### src/rtl/fnb_udiv.sv
// restoring divider, one quotient bit per stage, 17 stages
module fnb_udiv (
  input  logic        clk,
  input  logic        en,
  input  logic [16:0] dividend,
  input  logic [7:0]  divisor,
  output logic [16:0] quotient
);

  logic [7:0]  rem_r [17];
  logic [16:0] dq_r  [17];

  for (genvar k = 0; k < 17; k++) begin : g_st
    logic [7:0]  rin;
    logic [16:0] din;
    logic [8:0]  part;
    logic [8:0]  diff;
    logic        ge;
    if (k == 0) begin : g_first
      assign rin = '0;
      assign din = dividend;
    end else begin : g_next
      assign rin = rem_r[k-1];
      assign din = dq_r[k-1];
    end
    assign part = {rin, din[16]};
    assign ge   = part >= {1'b0, divisor};
    assign diff = part - {1'b0, divisor};
    always_ff @(posedge clk) begin
      if (en) begin
        rem_r[k] <= ge ? diff[7:0] : part[7:0];
        dq_r[k]  <= {din[15:0], ge};
      end
    end
  end

  assign quotient = dq_r[16];

endmodule

### config.mk
export PLATFORM = sky130hd
export DESIGN_NAME = fnb_udiv
export DESIGN_NICKNAME = d
export VERILOG_FILES = /design/src/rtl/fnb_udiv.sv
export SDC_FILE = /design/constraint.sdc
export NUM_CORES = 1
export LEC_CHECK = 0
export BUFFER_PORTS_ARGS = -buffer_cell sky130_fd_sc_hd__buf_4
export CORE_MARGIN = 5
export CORE_UTILIZATION = 59
export CTS_BUF_LIST = sky130_fd_sc_hd__clkbuf_4
export CTS_CLUSTER_DIAMETER = 150
export DETAILED_ROUTE_END_ITERATION = 8
export PLACE_DENSITY = 0.79
export SLEW_MARGIN = 20
export SYNTH_ARGS = -nofsm -noshare
export SYNTH_HDL_FRONTEND = slang
export SYNTH_SLANG_ARGS = --single-unit
### constraint.sdc
create_clock -name clk -period 2.7 [get_ports clk]
set_clock_uncertainty 0.05 [all_clocks]
set_input_delay 0.405 -clock clk [delete_from_list [all_inputs] [get_ports clk]]
set_output_delay 0.405 -clock clk [all_outputs]
set_load 0.1 [all_outputs]
==> results.yml, run 1 <==
logic_synthesis:
  synth_cells: 1367
  synth_edf_count: 417
  synth_top_area_cell: "edfxtp_1"
  synthTopCellsByCount: "edfxtp_1 (417), ha_1 (130), nand2_1 (77)"
  syn_nets: 1539
  avgSynthCellArea_um2: 14.3
  async_flop_share_pct: 0
  ys_ff_latch: 417
  synth-warning-count: 0
  synthTopCellsByArea: "edfxtp_1 (64%), ha_1 (8.3%), o21a_1 (2.9%)"
  synth_area_mm2: 0.0195
  synthMostInstantiatedCell: "edfxtp_1"
  ys_seq_area_share_pct: 64.2
  synthFlopType: "edfxtp_1"
  synth.top_cell.area_share_pct: 64.2
  synth.distinct_cells: 50
die:
  dieHeight_um: 192
  io_pins: 44
  row_count: 66
  dieArea_mm2: 0.0368
  initial_core_util_pct: 59.8
  coreArea_mm2: 0.0326
  die_w_um: 192
sta:
  hold_violations: 0
  fmax_mhz: 397
  period_share_pct: 93.4
  worst-slew-pin-transition_ns: 0.479
  slew_violations: 0
  rsz0062_at_grt: "no"
  period_needed_ns: 2.52
  maxSlewHeadroom_pct: 68.1
  tns_ns: 0
  setup_viol: 0
  hold_slack_ns: 0.210
clocking:
  clock-sinks: 417
  cts.repair.resized: 0
  tritoncts: "built"
  cts_buffers: 104
  path_clk_slew_ns: 0.06
  insertion_delay_ns: 0.80
  clk_path_buf_depth: 3
  h-tree-depth: 3
  root_buffer: "clkbuf_4"
drt:
  routed_wirelength_mm: 35.0
  vias: 11900
  drt-pass1-iter-count: 5
  vias_per_cell: 5.58
  post_drt_wl_per_cell_um: 16.4
  detail-route-antenna-nets: 0
  drt_iter0_markers: 830
  drc: 0
run:
  max_cap_viol_count: 0
outcome:
  status: "complete, no violations"
global_route:
  antenna_found_initial: 1
  grt_usage_pct: 19.6
  grt_pass1_vias: 12000
  overflow: 0
  grt_pass1_wl_mm: 57.5
  grt_max_degree: 75
power_and_ir_drop:
  power_w: 0.0223
  powerDensity_mw_per_mm2: 980
  p_leak_nw: 8.83
  peakVddDrop_mv: 0.506
critical_path:
  startpoint_type: "input pin"
  cpMaxStageDelayCell: "dlygate4sd3_1"
  cp.arrival_ns: 3.00
  path_class: "in2reg"
  max_stage_delay_ns: 0.54
  required_ns: 3.18
  end_kind: "flip-flop"
  crit_fanout: 16
  crit_chain: "dlygate4sd3_1 > buf_4 > inv_1 > buf_12 > ha_1 > a21oi_1 > o21ai_1 > a211oi_1 > a21boi_4 > mux2_2"
placement:
  dp.cells: 1931
  hpwlAfterDp_mm: 23.0
  gp_congestion: 0.868
  portBuffers: 43
cells_and_area:
  nFillCells: 2231
  nNetsFinal: 1789
  finalNonFillerCells: 2131
  drive_above_1_share_pct: 20.4
  utilization_pct: 69.7
  syn_to_final_growth_pct: 16.5
worst_hold_path:
  hp-class: "in2reg"
[where the power goes]
part	internal, W	switching (W)	total, W
clock network	0.00268	0.00242	0.00510
registers	0.00883	0.000575	0.00941
logic	0.00381	0.00397	0.00778
total	0.0153	0.00697	0.0223
[what timing repair did]
action | in CTS | in global routing
hold buffers | 22 | 0
endpoints found under the hold margin | 64 | 0
setup buffers | 0 | 0
[layer usage]
metal  routed length [um]  up-vias  track usage [%]
li1                     -     5830                -
met1                15200     5672             25.6
met2                17000      323             32.5
met3                 2060       68             4.96
met4                  729        0             6.46
met5                    0        -                0
[kinds of logic (layout without fill, tap and decap cells)]
logic type,Yosys count,in the layout,share of synthesized area [%]
other,0,1,0
flip-flops,417,417,64.2
XOR/XNOR,39,39,1.75
multiplexers,57,57,3.29
AND/OR/NAND/NOR,284,284,6.93
buffers and inverters,81,402,1.60
AO/OA/AOI/OAI,344,344,12.4
adder cells (fa/ha/maj),145,145,9.87
[final timing paths]
check / cells after the start / end / slack [ns] / startpoint
worst min register to register: 0 / dq_r[1][6] / 0.33 / dq_r[0][124]
worst max register to register: 6 / rem_r[0][116] / 0.31 / rem_r[0][109]
worst min-delay path: 4 / rem_r[0][5] / 0.21 / divisor[1]
worst max-delay path: 10 / rem_r[0][116] / 0.18 / divisor[6]
[sequential cells by signal, summed over array words and instances (netlist names)]
name	count
rem_r	128
dq_r	289
[per-stage QoR]
step / setup slack, ns / area, um2
final: 0.179 / 22700
after global routing: 0.0849 / 22700
after CTS: 0.311 / 22700
after detailed placement: -0.0562 / 21200
after global placement: 0.0710 / 21200
after floorplan: 0.119 / 19500
[worst max-delay path: cells and delay by family]
family                     cells  cell delay, ns
buffers and inverters          4            0.97
AOI/OAI and AO/OA              4            0.95
adders and majority gates      1            0.30
muxes                          1            0.36
[final cells by class]
type,count,area [um2],share of cell area [%]
flip-flops and latches,417,12500,55.1
multi-input cells,869,6680,29.4
repair buffers,154,1430,6.29
clock buffers,146,1100,4.82
well taps,442,553,2.43
inverters,71,267,1.17
clock inverters,31,190,0.836
diodes,1,2.50,0.0110
[cell usage in the layout, fill, tap and decap left out, types with 4 or more instances in the layout]
cell and instances:
o21ai_0 59, buf_4 114, xor2_1 15, ha_1 130, a21oi_2 6, a211oi_1 12, o21bai_1 13, o21a_1 76
nor2_1 68, nand4_1 7, nor4_1 5, mux2i_1 14, edfxtp_1 417, nand2_1 77, xnor2_1 24, dlygate4sd3_1 22
nand2b_1 9, o31a_1 23, inv_6 4, a21boi_1 5, o31ai_1 31, mux2_2 36, a21o_1 27, a21boi_4 6
clkbuf_4 146, clkinv_1 23, nor3_1 37, buf_12 17, fa_1 15, mux2_4 5, or4_1 7, inv_1 71
a21oi_1 61, nor2b_1 42, o221ai_1 7, o211ai_1 6, nand3_1 24
(Power assumes the default switching activity.)
==> run 2, diff against run 1 <==
--- a/config.mk
+++ b/config.mk
@@ -8,7 +8,7 @@
 export BUFFER_PORTS_ARGS = -buffer_cell sky130_fd_sc_hd__buf_4
 export CORE_MARGIN = 5
 export CORE_UTILIZATION = 59
-export CTS_BUF_LIST = sky130_fd_sc_hd__clkbuf_4
+export CTS_BUF_LIST = sky130_fd_sc_hd__clkbuf_4 sky130_fd_sc_hd__clkbuf_8
 export CTS_CLUSTER_DIAMETER = 150
 export DETAILED_ROUTE_END_ITERATION = 8
 export PLACE_DENSITY = 0.79
==> constraint.sdc (replaced) <==
create_clock -name clk -period 2.23 [get_ports clk]
set_clock_uncertainty 0.05 [all_clocks]
set_input_delay 0.3345 -clock clk [delete_from_list [all_inputs] [get_ports clk]]
set_output_delay 0.3345 -clock clk [all_outputs]
set_load 0.1 [all_outputs]
==> run 2 against run 1 <==
Effect of this change: the run now ends with negative setup slack left; sequential share of layout area fell by 5.1 points; clock-buffer cell count fell by 58; via count increased by 6.6%; first-iteration DRC count down 23%; critical path type is now reg2reg; critical endpoint is now rem_r[0][83]; largest cell class unchanged.
==> results.yml, run 2 (synthesized netlist as in run 1, its figures left out) <==
outcome:
  status: "finished, violations left"
  violations: "negative setup slack"
critical_path:
  startpoint_type: "flip-flop"
  r2r_cells: 7
  crit_fanout: 4
  required_ns: 2.56
  rrSetupSlack_ns: -0.09
  end_kind: "flip-flop"
  cp.arrival_ns: 2.65
  reg2reg_from: "rem_r[0][77]"
  path_class: "reg2reg"
  rr_endpoint: "rem_r[0][83]"
clocking:
  clk_path_buf_depth: 3
  clock-sinks: 417
  tritoncts: "built"
  cts_buffers: 69
  h-tree-depth: 3
  insertion_delay_ns: 0.62
  root_buffer: "clkbuf_8"
  path_clk_slew_ns: 0.06
cells_and_area:
  top_regs: "dq_r (289), rem_r (128)"
  largest_reg_flops: 289
  nNetsFinal: 1959
  drive_above_1_share_pct: 32.3
  final_common_cell: "edfxtp_1"
  layout_common_cells: "edfxtp_1 (417), buf_4 (321), ha_1 (104), nand2_1 (77), o21a_1 (76)"
  antenna_cells: 0
  syn_to_final_growth_pct: 28.3
  utilization_pct: 76.8
  top_register: "dq_r"
drt:
  routed_wirelength_mm: 40.1
  drt-pass1-iter-count: 5
  drt_iter0_markers: 635
  vias_per_cell: 5.55
  detail-route-antenna-nets: 0
  drc: 0
  post_drt_wl_per_cell_um: 17.6
  vias: 12700
global_route:
  grt_pass1_vias: 12900
  overflow: 0
  grt_usage_pct: 21.4
  grt_pass1_wl_mm: 62.3
  grt_max_degree: 64
  antenna_found_initial: 0
power_and_ir_drop:
  peakVddDrop_mv: 0.925
  powerDensity_mw_per_mm2: 1230
  power_w: 0.0308
  p_leak_nw: 9.90
placement:
  portBuffers: 43
  place_ws_ns: -0.374
  gp_congestion: 0.884
  hpwlAfterDp_mm: 25.7
sta:
  hold_violations: 0
  maxSlewHeadroom_pct: 68.7
  fmax_mhz: 431
  hold_slack_ns: 0.0681
  period_needed_ns: 2.32
  setup_viol: 13
  tns_ns: -0.659
  worst-slew-pin-transition_ns: 0.469
  setup_ws_ns: -0.0922
  period_share_pct: 104
  rsz0062_at_grt: "yes"
  slew_violations: 0
die:
  initial_core_util_pct: 59.8
  die_w_um: 192
  dieHeight_um: 192
  io_pins: 44
  row_count: 66
  coreArea_mm2: 0.0326
  dieArea_mm2: 0.0368
worst_hold_path:
  holdPathStages: 3
  hp-start: "divisor[6]"
  holdPathEnd: "rem_r[0][6]"
  hp-class: "in2reg"
run:
  max_cap_viol_count: 0
[run 2: cell count changes in the layout (fill, tap and decap cells not counted), sizes merged]
cell and delta:
diode -1, buf +210, bufinv +3, clkinv +2, clkinvlp +11, dlygate4sd3 -5, inv -10, clkbuf -58
[run 2: per-layer routing]
metal | routed length [um] | global-route usage (%) | vias to the layer above
li1 | - | - | 6132
met1 | 16600 | 26.8 | 6125
met2 | 20200 | 36.3 | 306
met3 | 1680 | 4.29 | 111
met4 | 1640 | 9.20 | 0
met5 | 0 | 0 | -
[run 2: worst max-delay path: stages (launching register included)]
cell and delay [ns]:
edfxtp_1 0.42, ha_1 0.32, a21o_1 0.20, o21bai_1 0.18, a21boi_1 0.22, a21boi_4 0.24
buf_6 0.15, mux2_4 0.29
[run 2: worst max-delay path by stage]
stage / slack [ns] / to / startpoint
floorplan: -0.20 / rem_r[0][100] / divisor[6]
global placement: -0.27 / rem_r[0][84] / divisor[6]
detailed placement: -0.37 / rem_r[0][99] / divisor[6]
CTS: 0.00004 / rem_r[0][102] / dq_r[1][67]
global route: -0.12 / rem_r[0][81] / rem_r[0][77]
finish: -0.09 / rem_r[0][83] / rem_r[0][77]
[run 2: repair_timing]
action | in CTS | in global routing
pin swaps | 9 | 30
hold endpoints to repair | 17 | 0
setup endpoints to repair | 27 | 56
resized for setup | 6 | 92
setup buffers | 10 | 29
hold buffers | 17 | 0
[run 2: cell type report]
type                    instances  area, um2
flip-flops and latches        417      12500
clock buffers                  88       1110
fillers                      1896       7570
multi-input cells             869       7310
inverters                      71        289
clock inverters                37        310
repair buffers                359       2950
well taps                     442        553
[run 2: per-stage QoR]
stage / cell area (um2) / cells
6_report: 25000 / 2283
5_1_grt: 25000 / 2283
4_1_cts: 24300 / 2254
3_5_place_dp: 22600 / 2102
3_3_place_gp: 22600 / 2102
2_1_floorplan: 19700 / 1367
[run 2: power by group]
| group | total [W] | leakage [nW] | internal (W) | switching (W) |
|---|---|---|---|---|
| Combinational | 0.0125 | 5.10 | 0.00673 | 0.00576 |
| Clock | 0.00683 | 0.738 | 0.00387 | 0.00297 |
| Sequential | 0.0115 | 4.06 | 0.0107 | 0.000793 |
| Total | 0.0308 | 9.90 | 0.0213 | 0.00952 |
==> run 3, diff against run 2 <==
--- a/config.mk
+++ b/config.mk
@@ -7,11 +7,11 @@
 export LEC_CHECK = 0
 export BUFFER_PORTS_ARGS = -buffer_cell sky130_fd_sc_hd__buf_4
 export CORE_MARGIN = 5
-export CORE_UTILIZATION = 59
+export CORE_UTILIZATION = 70
 export CTS_BUF_LIST = sky130_fd_sc_hd__clkbuf_4 sky130_fd_sc_hd__clkbuf_8
 export CTS_CLUSTER_DIAMETER = 150
 export DETAILED_ROUTE_END_ITERATION = 8
-export PLACE_DENSITY = 0.79
+export PLACE_DENSITY = 0.88
 export SLEW_MARGIN = 20
 export SYNTH_ARGS = -nofsm -noshare
 export SYNTH_HDL_FRONTEND = slang
==> constraint.sdc (replaced) <==
create_clock -name clk -period 3 [get_ports clk]
set_clock_uncertainty 0.05 [all_clocks]
set_input_delay 0.45 -clock clk [delete_from_list [all_inputs] [get_ports clk]]
set_output_delay 0.45 -clock clk [all_outputs]
set_load 0.1 [all_outputs]
==> run 3 against run 2 <==
Effect of this change: the run now ends clean; cell count shrank 14%; sequential power down 26%; register-to-register slack gained 0.65 ns; via count fell by 6.9%; critical path type unchanged; critical endpoint is now rem_r[0][27]; largest cell class unchanged; largest power group is now registers.
==> results.yml, run 3 (synthesized netlist as in run 1, its figures left out) <==
outcome:
  status: "complete, no violations"
cells_and_area:
  top_regs: "dq_r (289), rem_r (128)"
  nFillCells: 1570
  syn_to_final_growth_pct: 13.7
  largest_reg_flops: 289
  antenna_cells: 0
  top_register: "dq_r"
  layout_common_cells: "edfxtp_1 (417), ha_1 (130), nand2_1 (77), o21a_1 (76), inv_1 (71)"
  nNetsFinal: 1697
  final_common_cell: "edfxtp_1"
  drive_above_1_share_pct: 15.5
  utilization_pct: 80.3
critical_path:
  crit_fanout: 7
  end_kind: "flip-flop"
  startpoint_type: "flip-flop"
  reg2reg_from: "rem_r[0][21]"
  r2r_cells: 6
  rrSetupSlack_ns: 0.56
  crit_path_end: "rem_r[0][27]"
  critPathLaunch: "rem_r[0][21]"
  path_class: "reg2reg"
  required_ns: 3.26
  rr_endpoint: "rem_r[0][27]"
  cp.arrival_ns: 2.71
die:
  die_w_um: 177
  initial_core_util_pct: 70.6
  row_count: 61
  io_pins: 44
  dieHeight_um: 177
  coreArea_mm2: 0.0276
  dieArea_mm2: 0.0313
clocking:
  cts.repair.resized: 0
  root_buffer: "clkbuf_8"
  insertion_delay_ns: 0.58
  clock-sinks: 417
  cts_buffers: 69
  clk_path_buf_depth: 3
  tritoncts: "built"
  h-tree-depth: 3
  path_clk_slew_ns: 0.06
drt:
  vias: 11800
  drt-pass1-iter-count: 6
  routed_wirelength_mm: 36.3
  vias_per_cell: 6.04
  drc: 0
  post_drt_wl_per_cell_um: 18.5
  detail-route-antenna-nets: 0
  drt_iter0_markers: 978
run:
  max_cap_viol_count: 0
sta:
  period_share_pct: 81.4
  maxSlewHeadroom_pct: 53.7
  setup_viol: 0
  hold_violations: 0
  rsz0062_at_grt: "no"
  slew_violations: 0
  period_needed_ns: 2.44
  worst-slew-pin-transition_ns: 0.694
  tns_ns: 0
  fmax_mhz: 410
power_and_ir_drop:
  powerDensity_mw_per_mm2: 905
  peakVddDrop_mv: 0.494
  p_leak_nw: 8.46
global_route:
  grt_pass1_vias: 11800
  grt_max_degree: 94
  overflow: 0
  grt_pass1_wl_mm: 58.4
  antenna_found_initial: 0
  grt_usage_pct: 23.5
placement:
  hpwlAfterDp_mm: 23.0
  gp_congestion: 0.856
  portBuffers: 43
worst_hold_path:
  holdPathStages: 3
  hp-class: "in2reg"
-- run 3: cell types whose count changed in the layout (fill, tap and decap cells not counted), moves of 9 or more --
| cell | previous run | this run |
|---|---|---|
| a21oi_1 | 47 | 61 |
| mux2_2 | 12 | 36 |
| ha_1 | 104 | 130 |
| a21oi_2 | 20 | 6 |
| mux2_4 | 30 | 5 |
| ha_4 | 26 | 0 |
| inv_1 | 62 | 71 |
| buf_4 | 321 | 70 |
-- run 3: how the worst min path moves through the flow --
stage / startpoint / endpoint
3_3_place_gp: dq_r[1][71] / dq_r[1][89]
4_1_cts: dividend[16] / rem_r[0][0]
3_5_place_dp: dq_r[0][92] / dq_r[0][110]
5_1_grt: divisor[2] / rem_r[0][2]
6_report: dividend[16] / rem_r[0][0]
2_1_floorplan: dq_r[0][82] / dq_r[0][100]
-- run 3: area by class of cell --
| class | instances | area (um2) | share of cell area [%] |
|---|---|---|---|
| Sequential cell | 417 | 12500 | 56.4 |
| Multi-Input combinational cell | 869 | 6680 | 30.1 |
| Clock buffer | 86 | 1080 | 4.88 |
| Timing Repair Buffer | 97 | 901 | 4.06 |
| Tap cell | 378 | 473 | 2.13 |
| Inverter | 71 | 267 | 1.20 |
| Clock inverter | 38 | 260 | 1.17 |
-- run 3: layer usage --
metal  global-route usage [%]  vias to the layer above  wire length [um]
li1                         -                     5602                 -
met1                     31.6                     5648             15100
met2                     39.0                      439             17700
met3                     3.76                      116              2240
met4                     9.51                        0              1190
met5                        0                        -                 0
-- run 3: what timing repair did --
action | 4_1_cts | 5_1_grt
hold buffers | 16 | 0
setup buffers | 0 | 0
hold endpoints to repair | 16 | 0
-- run 3: stage by stage --
stage / instances / total power (W) / worst slack [ns] / hold WS [ns] / instance area [um2]
2_1_floorplan: 1367 / 0.0134 / 0.374 / 0.350 / 19500
3_3_place_gp: 1816 / 0.0148 / 0.156 / 0.350 / 20700
3_5_place_dp: 1816 / 0.0151 / 0.0911 / 0.355 / 20700
4_1_cts: 1956 / 0.0201 / 0.586 / 0.127 / 22200
5_1_grt: 1956 / 0.0213 / 0.492 / 0.154 / 22200
6_report: 1956 / 0.0201 / 0.559 / 0.163 / 22200
-- run 3: worst max-delay path: stages (launching register included) --
cell      delay (ns)
edfxtp_1        0.42
ha_1            0.41
nor2_1          0.19
nor2_1          0.12
a211o_1         0.32
a31oi_4         0.33
mux2_4          0.34
-- run 3: power breakdown --
group | internal (W) | leakage (nW) | total, W | switching [W]
registers | 0.00795 | 4.06 | 0.00848 | 0.000523
clock network | 0.00265 | 0.690 | 0.00483 | 0.00219
logic | 0.00315 | 3.71 | 0.00677 | 0.00362
