### src/rtl/fnb_qdiv.sv
// bend quotient, 8 bit restoring divide with overflow flag, 8 stages
module fnb_qdiv (
  input  logic        clk,
  input  logic        en,
  input  logic [38:0] mag,
  input  logic [30:0] den,
  output logic [7:0]  quot,
  output logic        ovf
);

  logic [38:0] rem_r [8];
  logic [7:0]  q_r   [8];
  logic [30:0] d_r   [8];
  logic        o_r   [8];

  for (genvar j = 0; j < 8; j++) begin : g_st
    logic [38:0] rin;
    logic [7:0]  qin;
    logic [30:0] dn;
    logic        oin;
    logic [38:0] sh;
    logic        ge;
    if (j == 0) begin : g_first
      assign rin = mag;
      assign qin = '0;
      assign dn  = den;
      assign oin = mag >= {den, 8'b0};
    end else begin : g_next
      assign rin = rem_r[j-1];
      assign qin = q_r[j-1];
      assign dn  = d_r[j-1];
      assign oin = o_r[j-1];
    end
    assign sh = {8'b0, dn} << (7 - j);
    assign ge = rin >= sh;
    always_ff @(posedge clk) begin
      if (en) begin
        rem_r[j] <= ge ? rin - sh : rin;
        q_r[j]   <= {qin[6:0], ge};
        d_r[j]   <= dn;
        o_r[j]   <= oin;
      end
    end
  end

  assign quot = q_r[7];
  assign ovf  = o_r[7];

endmodule

### config.mk
export PLATFORM = sky130hd
export DESIGN_NAME = fnb_qdiv
export DESIGN_NICKNAME = d
export VERILOG_FILES = /design/src/rtl/fnb_qdiv.sv
export SDC_FILE = /design/constraint.sdc
export NUM_CORES = 1
export LEC_CHECK = 0
export BUFFER_PORTS_ARGS = -buffer_cell sky130_fd_sc_hd__buf_4
export CELL_PAD_IN_SITES_DETAIL_PLACEMENT = 0
export CELL_PAD_IN_SITES_GLOBAL_PLACEMENT = 2
export CORE_AREA = 2 2 267 269
export CTS_CLUSTER_SIZE = 10
export DETAILED_ROUTE_END_ITERATION = 6
export DIE_AREA = 0 0 269 271
export GPL_TIMING_DRIVEN = 0
export PLACE_DENSITY = 0.93
export SETUP_SLACK_MARGIN = 0.05
export SYNTH_ARGS = -nofsm -noshare
export SYNTH_HDL_FRONTEND = slang
export SYNTH_SLANG_ARGS = --single-unit
### constraint.sdc
create_clock -name clk -period 7.6 [get_ports clk]
set_input_delay 0.38 -clock clk [delete_from_list [all_inputs] [get_ports clk]]
set_output_delay 0.38 -clock clk [all_outputs]
set_load 0.01 [all_outputs]
==> out/metrics.cfg, run 1 <==
[synthesis]
syn_inst=3002
async_flop_share_pct=0
synth_compound_area_share_pct=16.6
ys_seq_elements=534
ys_types=72
synth-simple-area-share_pct=10.6
synth_common_cells=edfxtp_1 (534), inv_1 (296), a21oi_1 (282), ha_1 (279), nand2_1 (242)
synthTopCellsByArea=edfxtp_1 (50%), ha_1 (11%), a21oi_1 (4.4%), inv_1 (3.5%), a21o_1 (3.3%)
synth_top_area_share_pct=50.2
yosysMostFrequentCell=edfxtp_1
yosysSeqAreaShare_pct=50.2
synthAdderAreaFrac_pct=11.4
synth_area_leader_cell=edfxtp_1
synth-main-ff-cell=edfxtp_1
synth_top_family_by_area=compound AO/OA/AOI/OAI gates
yosysWarningCount=0
syn_nets=3360
synth_edf_count=534
synth_xor_area_share_pct=5.65
avgSynthCellArea_um2=10.6
syn_area_mm2=0.0319
synth_mux_area_share_pct=1.05

[setup_path]
end_kind=flip-flop
cp.arrival_ps=5610
endpoint=rem_r[1][28]$_DFFE_PP_
worstSetupStartpointType=flip-flop
rr_worst_depth=13
r2r-end=rem_r[1][28]$_DFFE_PP_
worstPathRequired_ps=7930
worstSetupStartpoint=d_r[0][31]$_DFFE_PP_
ff2ff_setup_slack_ps=2320
reg2reg_from=d_r[0][31]$_DFFE_PP_
crit_fanout=10
criticalPathCategory=flip-flop to flip-flop

[routing]
drt_iter0_drc=1421
first_pass_iters=7
wl_um=74000
drtAntennaViolNets=0
vias=22206
drc_errors=0
vias_per_cell=5.36
wl_per_cell_um=17.9

[place]
gp_congestion=0.901
hpwlAfterDp_um=59300
port_buffers=80

[pwr]
pwr-share-comb_pct=41.7
pwr-share-seq_pct=38.1
power.density_mw_per_mm2=342
ir_drop_uv=193
p_leak_nw=14.8
intPower_mw=7.82
p_clk_share_pct=20.1
p_sw_mw=4.42
netSwitchingFraction_pct=36.1

[cts]
post_cts_buffers=0
cts_root_buffer=clkbuf_16
h-tree-depth=2
cts_sinks=534
cts_buffers=61
clk_pin_slew_worst_paths_ps=60
cts-resized-gates=0
clockBufferDepth=3
cts_tree=done
insertion_delay_ps=620
hold_buffers=38

[global_route]
grt_pass1_vias=22583
grt_overflow_total=0
grtUsageTotal_pct=20.5
grt_pass1_wl_um=118000
grt_antenna_before_repair=0
grt_max_degree=141

[floorplanning]
die_h_um=271
io_pins=81
fp.dieW_um=269
core_area_mm2=0.0698
initial_utilization_pct=45.7
num_rows=97
dieArea_mm2=0.0729

[timing]
hold_viol=0
slew_violations=0
setup_violations=0
clock_skew_ps=21.5
min_period_ps=5280
fin_setup_tns_ps=0
rsz0062_at_grt=no
worstMarginPinSlew_ps=1390
timing.fmax_mhz=189
hold-worst-slack_ps=90.2
period_share_pct=69.5
slew_headroom_pct=6.16

[run]
drv_cap=0

[finish]
diodes=0
drive_gt1_share_pct=5.68
nNetsFinal=3545
area.growth.synth_to_final_pct=12.2

[worst_hold_path]
hp-start=mag[21]
hold_path.class=input port to flip-flop

[outcome]
outcome=complete, no violations

[cells in the final DEF, fill, tap and decap left out, types with 15 or more instances in the layout]
| cell type | n |
|---|---|
| edfxtp_1 | 534 |
| inv_1 | 296 |
| a21oi_1 | 282 |
| ha_1 | 279 |
| nand2_1 | 242 |
| nor2_1 | 181 |
| a21o_1 | 142 |
| o21ai_1 | 131 |
| xnor2_1 | 108 |
| xor2_1 | 98 |
| o21ai_0 | 89 |
| clkbuf_1 | 80 |
| buf_4 | 79 |
| clkbuf_16 | 61 |
| nand4_1 | 48 |
| dlygate4sd3_1 | 38 |
| nand3_1 | 37 |
| nor3_1 | 36 |
| nand2b_1 | 31 |
| nor2b_1 | 31 |
| o21bai_1 | 28 |
| o21a_1 | 23 |
| a31oi_1 | 23 |
| mux2_1 | 21 |
| nor4_1 | 20 |
| and3_1 | 20 |
| a211oi_1 | 18 |
| o31ai_1 | 15 |
[critical path: stages, from the launching register on]
cell      delay [ps]
edfxtp_1         410
ha_1             240
fa_1             410
nor2b_1          120
o21ai_0           90
nand2_1          170
a2111o_1         160
o211ai_1         170
a31oi_1          540
a21oi_1          310
o221ai_1        1060
clkbuf_1         680
clkbuf_1         490
a21oi_1          140
[layer usage]
layer | part of all wire (%) | wire, µm | GRT usage (%)
met1 | 41 | 30500 | 23.5
met2 | 49 | 36500 | 36.6
met3 | 3.1 | 2300 | 2.45
met4 | 6.3 | 4670 | 11.8
met5 | 0 | 0 | 0
[sequential cells by signal, indices dropped and copies added, names as in the netlist]
signal,flops
q_r,36
o_r,8
rem_r,273
d_r,217
[power groups by stage]
stage	logic [mW]	clock network (mW)	registers, mW
final	5.11	2.47	4.67
after floorplan	3.88	0	4.54
after global routing	5.73	2.67	4.75
after CTS	5.09	2.55	4.67
after detailed placement	5.05	0	4.72
after global placement	5.00	0	4.74
[final cells by class]
| cell class | instances | area [µm²] |
|---|---|---|
| sequential | 534 | 16000 |
| inverter | 300 | 1130 |
| tap | 940 | 1180 |
| timing repair buffer | 122 | 1100 |
| fill | 6261 | 34000 |
| multi-input combinational | 2092 | 14500 |
| clock inverter | 9 | 48.8 |
| clock buffer | 69 | 1560 |
| buffer | 76 | 290 |
[per-stage QoR]
stage	std cells	cell area (µm²)	utilization (%)	worst slack, ps	power [mW]
after floorplan	3002	31900	-	3930	8.42
after global placement	4022	33700	48.3	2110	9.74
after detailed placement	4026	33800	48.5	2190	9.77
after CTS	4142	35800	51.3	2160	12.3
after global routing	4142	35800	51.3	1980	13.1
final	4142	35800	51.3	2320	12.2
[worst min path at each step]
| stage | cells after the start | to |
|---|---|---|
| after floorplan | 0 | o_r[0][1]$_DFFE_PP_ |
| after global placement | 0 | o_r[1][3]$_DFFE_PP_ |
| after detailed placement | 0 | q_r[1][17]$_DFFE_PP_ |
| after CTS | 2 | rem_r[0][17]$_DFFE_PP_ |
| after global routing | 2 | rem_r[0][11]$_DFFE_PP_ |
| final | 2 | rem_r[0][21]$_DFFE_PP_ |
[cell families after synthesis]
family | Yosys count
AOI/OAI and AO/OA | 856
xor gates and xnor gates | 206
adders and majority gates | 286
buffers and inverters | 376
DFF | 534
muxes | 30
and+or+nand+nor | 714
Power figures use the tool's default switching activity.
==> run 2: changes to the inputs <==
--- a/config.mk
+++ b/config.mk
@@ -8,12 +8,12 @@
 export BUFFER_PORTS_ARGS = -buffer_cell sky130_fd_sc_hd__buf_4
 export CELL_PAD_IN_SITES_DETAIL_PLACEMENT = 0
 export CELL_PAD_IN_SITES_GLOBAL_PLACEMENT = 2
-export CORE_AREA = 2 2 267 269
+export CORE_AREA = 2 2 276 278
 export CTS_CLUSTER_SIZE = 10
 export DETAILED_ROUTE_END_ITERATION = 6
-export DIE_AREA = 0 0 269 271
+export DIE_AREA = 0 0 278 280
 export GPL_TIMING_DRIVEN = 0
-export PLACE_DENSITY = 0.93
+export PLACE_DENSITY = 0.89
 export SETUP_SLACK_MARGIN = 0.05
 export SYNTH_ARGS = -nofsm -noshare
 export SYNTH_HDL_FRONTEND = slang
==> constraint.sdc (replaced) <==
create_clock -name clk -period 4.9 [get_ports clk]
set_input_delay 0.245 -clock clk [delete_from_list [all_inputs] [get_ports clk]]
set_output_delay 0.245 -clock clk [all_outputs]
set_load 0.01 [all_outputs]
==> out/metrics.cfg, run 2 (synthesis gave the netlist of run 1 again) <==
[global_route]
grt_max_degree=142  ; +0.71%
grt_antenna_before_repair=0  ; unchanged
grt_overflow_total=0  ; unchanged
grt_pass1_wl_um=123000  ; +4.3%
grtUsageTotal_pct=20.0  ; -0.53 points
grt_pass1_vias=23217  ; +2.8%

[finish]
mostFrequentLayoutCells=edfxtp_1 (534), inv_1 (296), a21oi_1 (282)
drive_gt1_share_pct=6.40  ; +0.72 points
area.growth.synth_to_final_pct=14.2
top_regs=rem_r: 273 flops, d_r: 217 flops, q_r: 36 flops
largest_reg_flops=273  ; unchanged
ff_latch_area_mm2=0.0160  ; unchanged
fillCellCount=6811  ; +8.8%
largest_register=rem_r
diodes=0  ; unchanged
final_common_cell=edfxtp_1
finish.instance_area_mm2=0.0365  ; +1.8%
multiInputGateArea_mm2=0.0145  ; +0.29%
nNetsFinal=3575  ; +0.85%

[cts]
cts_buffers=67  ; +9.8%
clk_pin_slew_worst_paths_ps=50  ; about the same
cts_root_buffer=clkbuf_16
h-tree-depth=3  ; +1
clockBufferDepth=3  ; unchanged
cts_sinks=534  ; unchanged
cts_tree=done
insertion_delay_ps=600  ; -20 ps

[timing]
min_period_ps=4760  ; -523 ps
setup_violations=0  ; unchanged
worstMarginPinSlew_ps=1030  ; -361 ps
hold_viol=0  ; unchanged
clock_skew_ps=23.2  ; +1.65 ps
timing.fmax_mhz=210  ; +11%
rsz0062_at_grt=yes
fin_ws_ps=139  ; -2180 ps
slew_headroom_pct=30.1  ; +24 points
period_share_pct=97.2  ; +28 points
slew_violations=0  ; unchanged

[pwr]
p_total_mw=19.6  ; +60%
p_leak_nw=15.0  ; +1.9%
ir_drop_uv=322  ; +67%
power.density_mw_per_mm2=537  ; +57%

[setup_path]
worstSetupStartpointType=flip-flop
end_kind=flip-flop
worst_path_max_delay_cell=nor4b_1
critPathBufInv=3  ; +1
crit_top_cell=nand4b_1
criticalPathCategory=flip-flop to flip-flop
worstPathRequired_ps=5240  ; -2690 ps
crit_family=simple AND/OR/NAND/NOR gates
cp_cell_sequence=ha_1 > nand4b_1 > nor4_1 > nand4b_1 > nor4b_1 > a21oi_1 > inv_1 > nor2_1 > o31a_1 > inv_2 > clkbuf_1 > o211ai_1 > xnor2_1
crit_fanout=10  ; unchanged
slowest_delay_ps=930  ; -130 ps
cp.arrival_ps=5100  ; -510 ps

[place]
port_buffers=80  ; unchanged
hpwlAfterDp_um=61200  ; +3.2%
gp_congestion=0.921  ; +2.3%
place_area_mm2=0.0339  ; +0.14%
pre_cts_slack_ps=-484  ; -2680 ps

[routing]
drc_errors=0  ; unchanged
drtAntennaViolNets=0  ; unchanged
wl_per_cell_um=18.1  ; +1.5%
vias_per_cell=5.29  ; -1.3%
vias=22364  ; +0.71%
wl_um=76700  ; +3.6%
drt_iter0_drc=1108  ; -22%
first_pass_iters=5  ; -2

[floorplanning]
core_area_mm2=0.0752  ; +7.7%
io_pins=81  ; unchanged
initial_utilization_pct=42.5  ; -3.3 points
fp.dieW_um=278  ; +3.3%
die_h_um=280  ; +3.3%
dieArea_mm2=0.0778  ; +6.8%
num_rows=101  ; +4.1%

[run]
drv_cap=0  ; unchanged

[worst_hold_path]
hold_path.class=input port to flip-flop

[outcome]
outcome=complete, no violations

run 2: routing by layer:
metal  vias to the layer above  global-route usage, %  wire length [µm]
met1                     10334                   22.8             31900
met4                         0                   11.4              4550
li1                      11406                      -                 -
met5                         -                      0                 0
met3                       184                   2.31              2310
met2                       440                   36.2             38000
run 2: area by class of cell:
| type | count | area share (%) |
|---|---|---|
| buffer | 76 | 0.827 |
| tap | 978 | 3.36 |
| inverter | 300 | 3.09 |
| multi-input combinational | 2092 | 39.8 |
| sequential | 534 | 44.0 |
| clock inverter | 20 | 0.532 |
| clock buffer | 81 | 4.74 |
| timing repair buffer | 146 | 3.67 |
run 2: what timing repair did:
item / 4_1_cts / 5_1_grt
hold endpoints to repair: 62 / 0
resized for setup: 9 / 11
buffers inserted: 0 / 0
pin swaps: 0 / 0
endpoints found under the setup margin: 79 / 69
hold buffers: 62 / 0
run 2: worst paths after layout:
kind                            slack [ps]                      to  cells past startpoint                   from
worst min-delay path                    40  rem_r[0][28]$_DFFE_PP_                      3                mag[28]
worst max-delay path                   140  rem_r[1][76]$_DFFE_PP_                     13  rem_r[1][6]$_DFFE_PP_
worst min register to register         410    q_r[1][27]$_DFFE_PP_                      0   q_r[1][18]$_DFFE_PP_
worst max register to register         140  rem_r[1][76]$_DFFE_PP_                     13  rem_r[1][6]$_DFFE_PP_
run 2: power by group:
group	switching, mW	internal [mW]
clock network	1.81	2.56
registers	0.656	6.60
logic	4.60	3.36
run 2: tightest hold or removal path: stages:
cell and delay, ps:
buf_4 100, nor2_1 40, a21oi_1 110
run 2: metrics by stage:
step	util [%]	cells	hold slack, ps	TNS (ps)
2_1_floorplan	-	3002	344	0
3_3_place_gp	44.9	4060	400	-174940
3_5_place_dp	45.0	4064	405	-19290
4_1_cts	48.5	4227	9.75	0
5_1_grt	48.5	4227	37.7	0
6_report	48.5	4227	44.8	0
==> run 3: changes to the inputs <==
--- a/config.mk
+++ b/config.mk
@@ -5,16 +5,18 @@
 export SDC_FILE = /design/constraint.sdc
 export NUM_CORES = 1
 export LEC_CHECK = 0
+export ABC_AREA = 1
 export BUFFER_PORTS_ARGS = -buffer_cell sky130_fd_sc_hd__buf_4
 export CELL_PAD_IN_SITES_DETAIL_PLACEMENT = 0
 export CELL_PAD_IN_SITES_GLOBAL_PLACEMENT = 2
-export CORE_AREA = 2 2 276 278
+export CORE_AREA = 2 2 327 329
 export CTS_CLUSTER_SIZE = 10
 export DETAILED_ROUTE_END_ITERATION = 6
-export DIE_AREA = 0 0 278 280
+export DIE_AREA = 0 0 329 331
 export GPL_TIMING_DRIVEN = 0
 export PLACE_DENSITY = 0.89
 export SETUP_SLACK_MARGIN = 0.05
+export SKIP_LAST_GASP = 1
 export SYNTH_ARGS = -nofsm -noshare
 export SYNTH_HDL_FRONTEND = slang
 export SYNTH_SLANG_ARGS = --single-unit
==> out/metrics.cfg, run 3 <==
[setup_path]
cp_cell_sequence=inv_1 > ha_1 > nand2_1 > nor2_1 > nand3_1 > nor2_1 > nand3_1 > nand2_1 > nor2_2 > nand2_4 > inv_4 > buf_6 > nand2_1 > nand2_1
crit_fanout=10  ; unchanged
worstPathRequired_ps=5280  ; +40 ps
cp.arrival_ps=3960  ; -1140 ps
worstSetupStartpointType=flip-flop
end_kind=flip-flop
criticalPathCategory=flip-flop to flip-flop
crit_top_cell=nand2_1
critPathBufInv=3  ; unchanged
slowest_delay_ps=570  ; -360 ps
worst_path_max_delay_cell=edfxtp_1
crit_family=simple AND/OR/NAND/NOR gates

[cts]
cts-resized-gates=0  ; -9
cts_buffers=70  ; +4.5%
post_cts_buffers=0  ; unchanged
cts_tree=done
h-tree-depth=3  ; unchanged
clk_pin_slew_worst_paths_ps=50  ; about the same
cts_root_buffer=clkbuf_16
hold_buffers=59  ; -4.8%
cts_sinks=534  ; unchanged
clockBufferDepth=3  ; unchanged
insertion_delay_ps=680  ; +80 ps

[floorplanning]
num_rows=119  ; +18%
io_pins=81  ; unchanged
die_h_um=331  ; +18%
core_area_mm2=0.105  ; +40%
initial_utilization_pct=38.0  ; -4.5 points
fp.dieW_um=329  ; +18%
dieArea_mm2=0.109  ; +40%

[routing]
vias=34669  ; +55%
vias_per_cell=4.89  ; -7.7%
wl_per_cell_um=20.1  ; +10%
drtAntennaViolNets=0  ; unchanged
wl_um=142000  ; +85%
first_pass_iters=5  ; unchanged
drt_iter0_drc=2676  ; +140%
drc_errors=0  ; unchanged

[worst_hold_path]
hold_path.class=input port to flip-flop

[timing]
period_share_pct=72.9  ; -24 points
worstMarginPinSlew_ps=788  ; -246 ps
timing.fmax_mhz=280  ; +33%
rsz0062_at_grt=no
slew_headroom_pct=46.9  ; +17 points
setup_violations=0  ; unchanged
clock_skew_ps=48.3  ; +25.2 ps
hold-worst-slack_ps=32.4  ; -12.4 ps
min_period_ps=3570  ; -1190 ps
hold_viol=0  ; unchanged
slew_violations=0  ; unchanged

[pwr]
power.density_mw_per_mm2=512  ; -4.7%
p_total_mw=23.1  ; +18%
p_leak_nw=22.8  ; +51%
ir_drop_uv=280  ; -13%

[finish]
area.growth.synth_to_final_pct=13.2
ff_latch_area_mm2=0.0160  ; unchanged
multiInputGateArea_mm2=0.0194  ; +34%
top_regs=rem_r: 273 flops, d_r: 217 flops, q_r: 36 flops
mostFrequentLayoutCells=nand2_1 (2,075), inv_1 (1,036), edfxtp_1 (534)
nNetsFinal=6027  ; +69%
fillCellCount=10962  ; +61%
largest_reg_flops=273  ; unchanged
diodes=0  ; unchanged
final_common_cell=nand2_1
largest_register=rem_r
instances_no_fill=7096  ; +68%
drive_gt1_share_pct=6.06  ; -0.34 points

[synthesis]
yosysSeqAreaShare_pct=40.2  ; -10 points
syn_nets=5812  ; +73%
synth_top_area_share_pct=40.2  ; -10 points
yosysMostFrequentCell=nand2_1
ys_types=49  ; -32%
ys_seq_elements=534  ; unchanged
syn_inst=5454  ; +82%
synthTopCellsByArea=edfxtp_1 (40%), nand2_1 (20%), inv_1 (9.8%), ha_1 (8.8%), nand3_1 (3.8%)
synth_edf_count=534  ; unchanged
syn_area_mm2=0.0398  ; +25%
synth_common_cells=nand2_1 (2,075), inv_1 (1,036), edfxtp_1 (534), nor2_1 (384), nand3_1 (301)
avgSynthCellArea_um2=7.31  ; -31%
async_flop_share_pct=0  ; unchanged
yosysWarningCount=0  ; unchanged
synth_area_leader_cell=edfxtp_1
synth-main-ff-cell=edfxtp_1

[place]
port_buffers=80  ; unchanged
gp_congestion=0.964  ; +4.6%
hpwlAfterDp_um=120000  ; +95%
place_inst=6929  ; +70%

[global_route]
grt_antenna_before_repair=3  ; +3
grt_max_degree=120  ; -15%
grt_overflow_total=0  ; unchanged
grt_pass1_vias=33390  ; +44%
grt_pass1_wl_um=211000  ; +72%
grtUsageTotal_pct=26.2  ; +6.2 points

[outcome]
outcome=complete, no violations

[run]
drv_cap=0  ; unchanged

-- run 3: layer usage --
| metal | up-vias | GRT usage, % | share of wire [%] |
|---|---|---|---|
| li1 | 17683 | - | - |
| met2 | 712 | 47.0 | 50 |
| met3 | 152 | 2.29 | 3.3 |
| met4 | 2 | 8.46 | 3.2 |
| met1 | 16120 | 33.0 | 43 |
| met5 | - | 0 | 0.0091 |
-- run 3: worst register-to-register path: cells and delay by family (launching register included) --
family / cells / cell delay [ps]
simple gates: 10 / 1980
flops: 1 / 570
fa+ha+maj: 1 / 410
buf+inv: 3 / 370
-- run 3: layout make-up --
cell class | instances | share of cell area [%]
Buffer | 44 | 0.868
Multi-Input combinational cell | 3810 | 43.0
Sequential cell | 534 | 35.5
Timing Repair Buffer | 143 | 2.90
Inverter | 1066 | 8.88
Clock buffer | 80 | 3.97
Tap cell | 1391 | 3.86
Clock inverter | 28 | 0.971
-- run 3: cells by family after synthesis --
family | Yosys count | synth area share (%)
fa+ha+maj | 286 | 9.11
buf+inv | 1110 | 11.0
simple gates | 3040 | 31.8
compound gates | 372 | 5.29
flops | 534 | 40.2
xor+xnor | 112 | 2.46
-- run 3: power breakdown --
group | leakage [nW] | total, mW | internal (mW) | switching [mW]
combinational | 16.5 | 10.7 | 3.41 | 7.32
clock | 1.07 | 5.11 | 2.96 | 2.15
sequential | 5.20 | 7.26 | 6.44 | 0.819
-- run 3: final timing paths --
kind,from,end,slack [ps],cells past startpoint
worst max-delay path,d_r[1][61]$_DFFE_PP_,rem_r[2][25]$_DFFE_PP_,1330,14
worst min-delay path,mag[18],rem_r[0][18]$_DFFE_PP_,30,3
worst max register to register,d_r[1][61]$_DFFE_PP_,rem_r[2][25]$_DFFE_PP_,1330,14
worst min register to register,q_r[1][22]$_DFFE_PP_,q_r[1][31]$_DFFE_PP_,400,0
-- run 3: through the flow --
step	setup slack, ps	instance area [µm²]	utilization (%)	TNS [ps]
floorplan	2620	39800	-	0
global placement	-924	42200	40.2	-405920
detailed placement	1340	42300	40.3	0
CTS	1370	45100	43.0	0
global route	1300	45100	43.0	0
finish	1330	45100	43.0	0
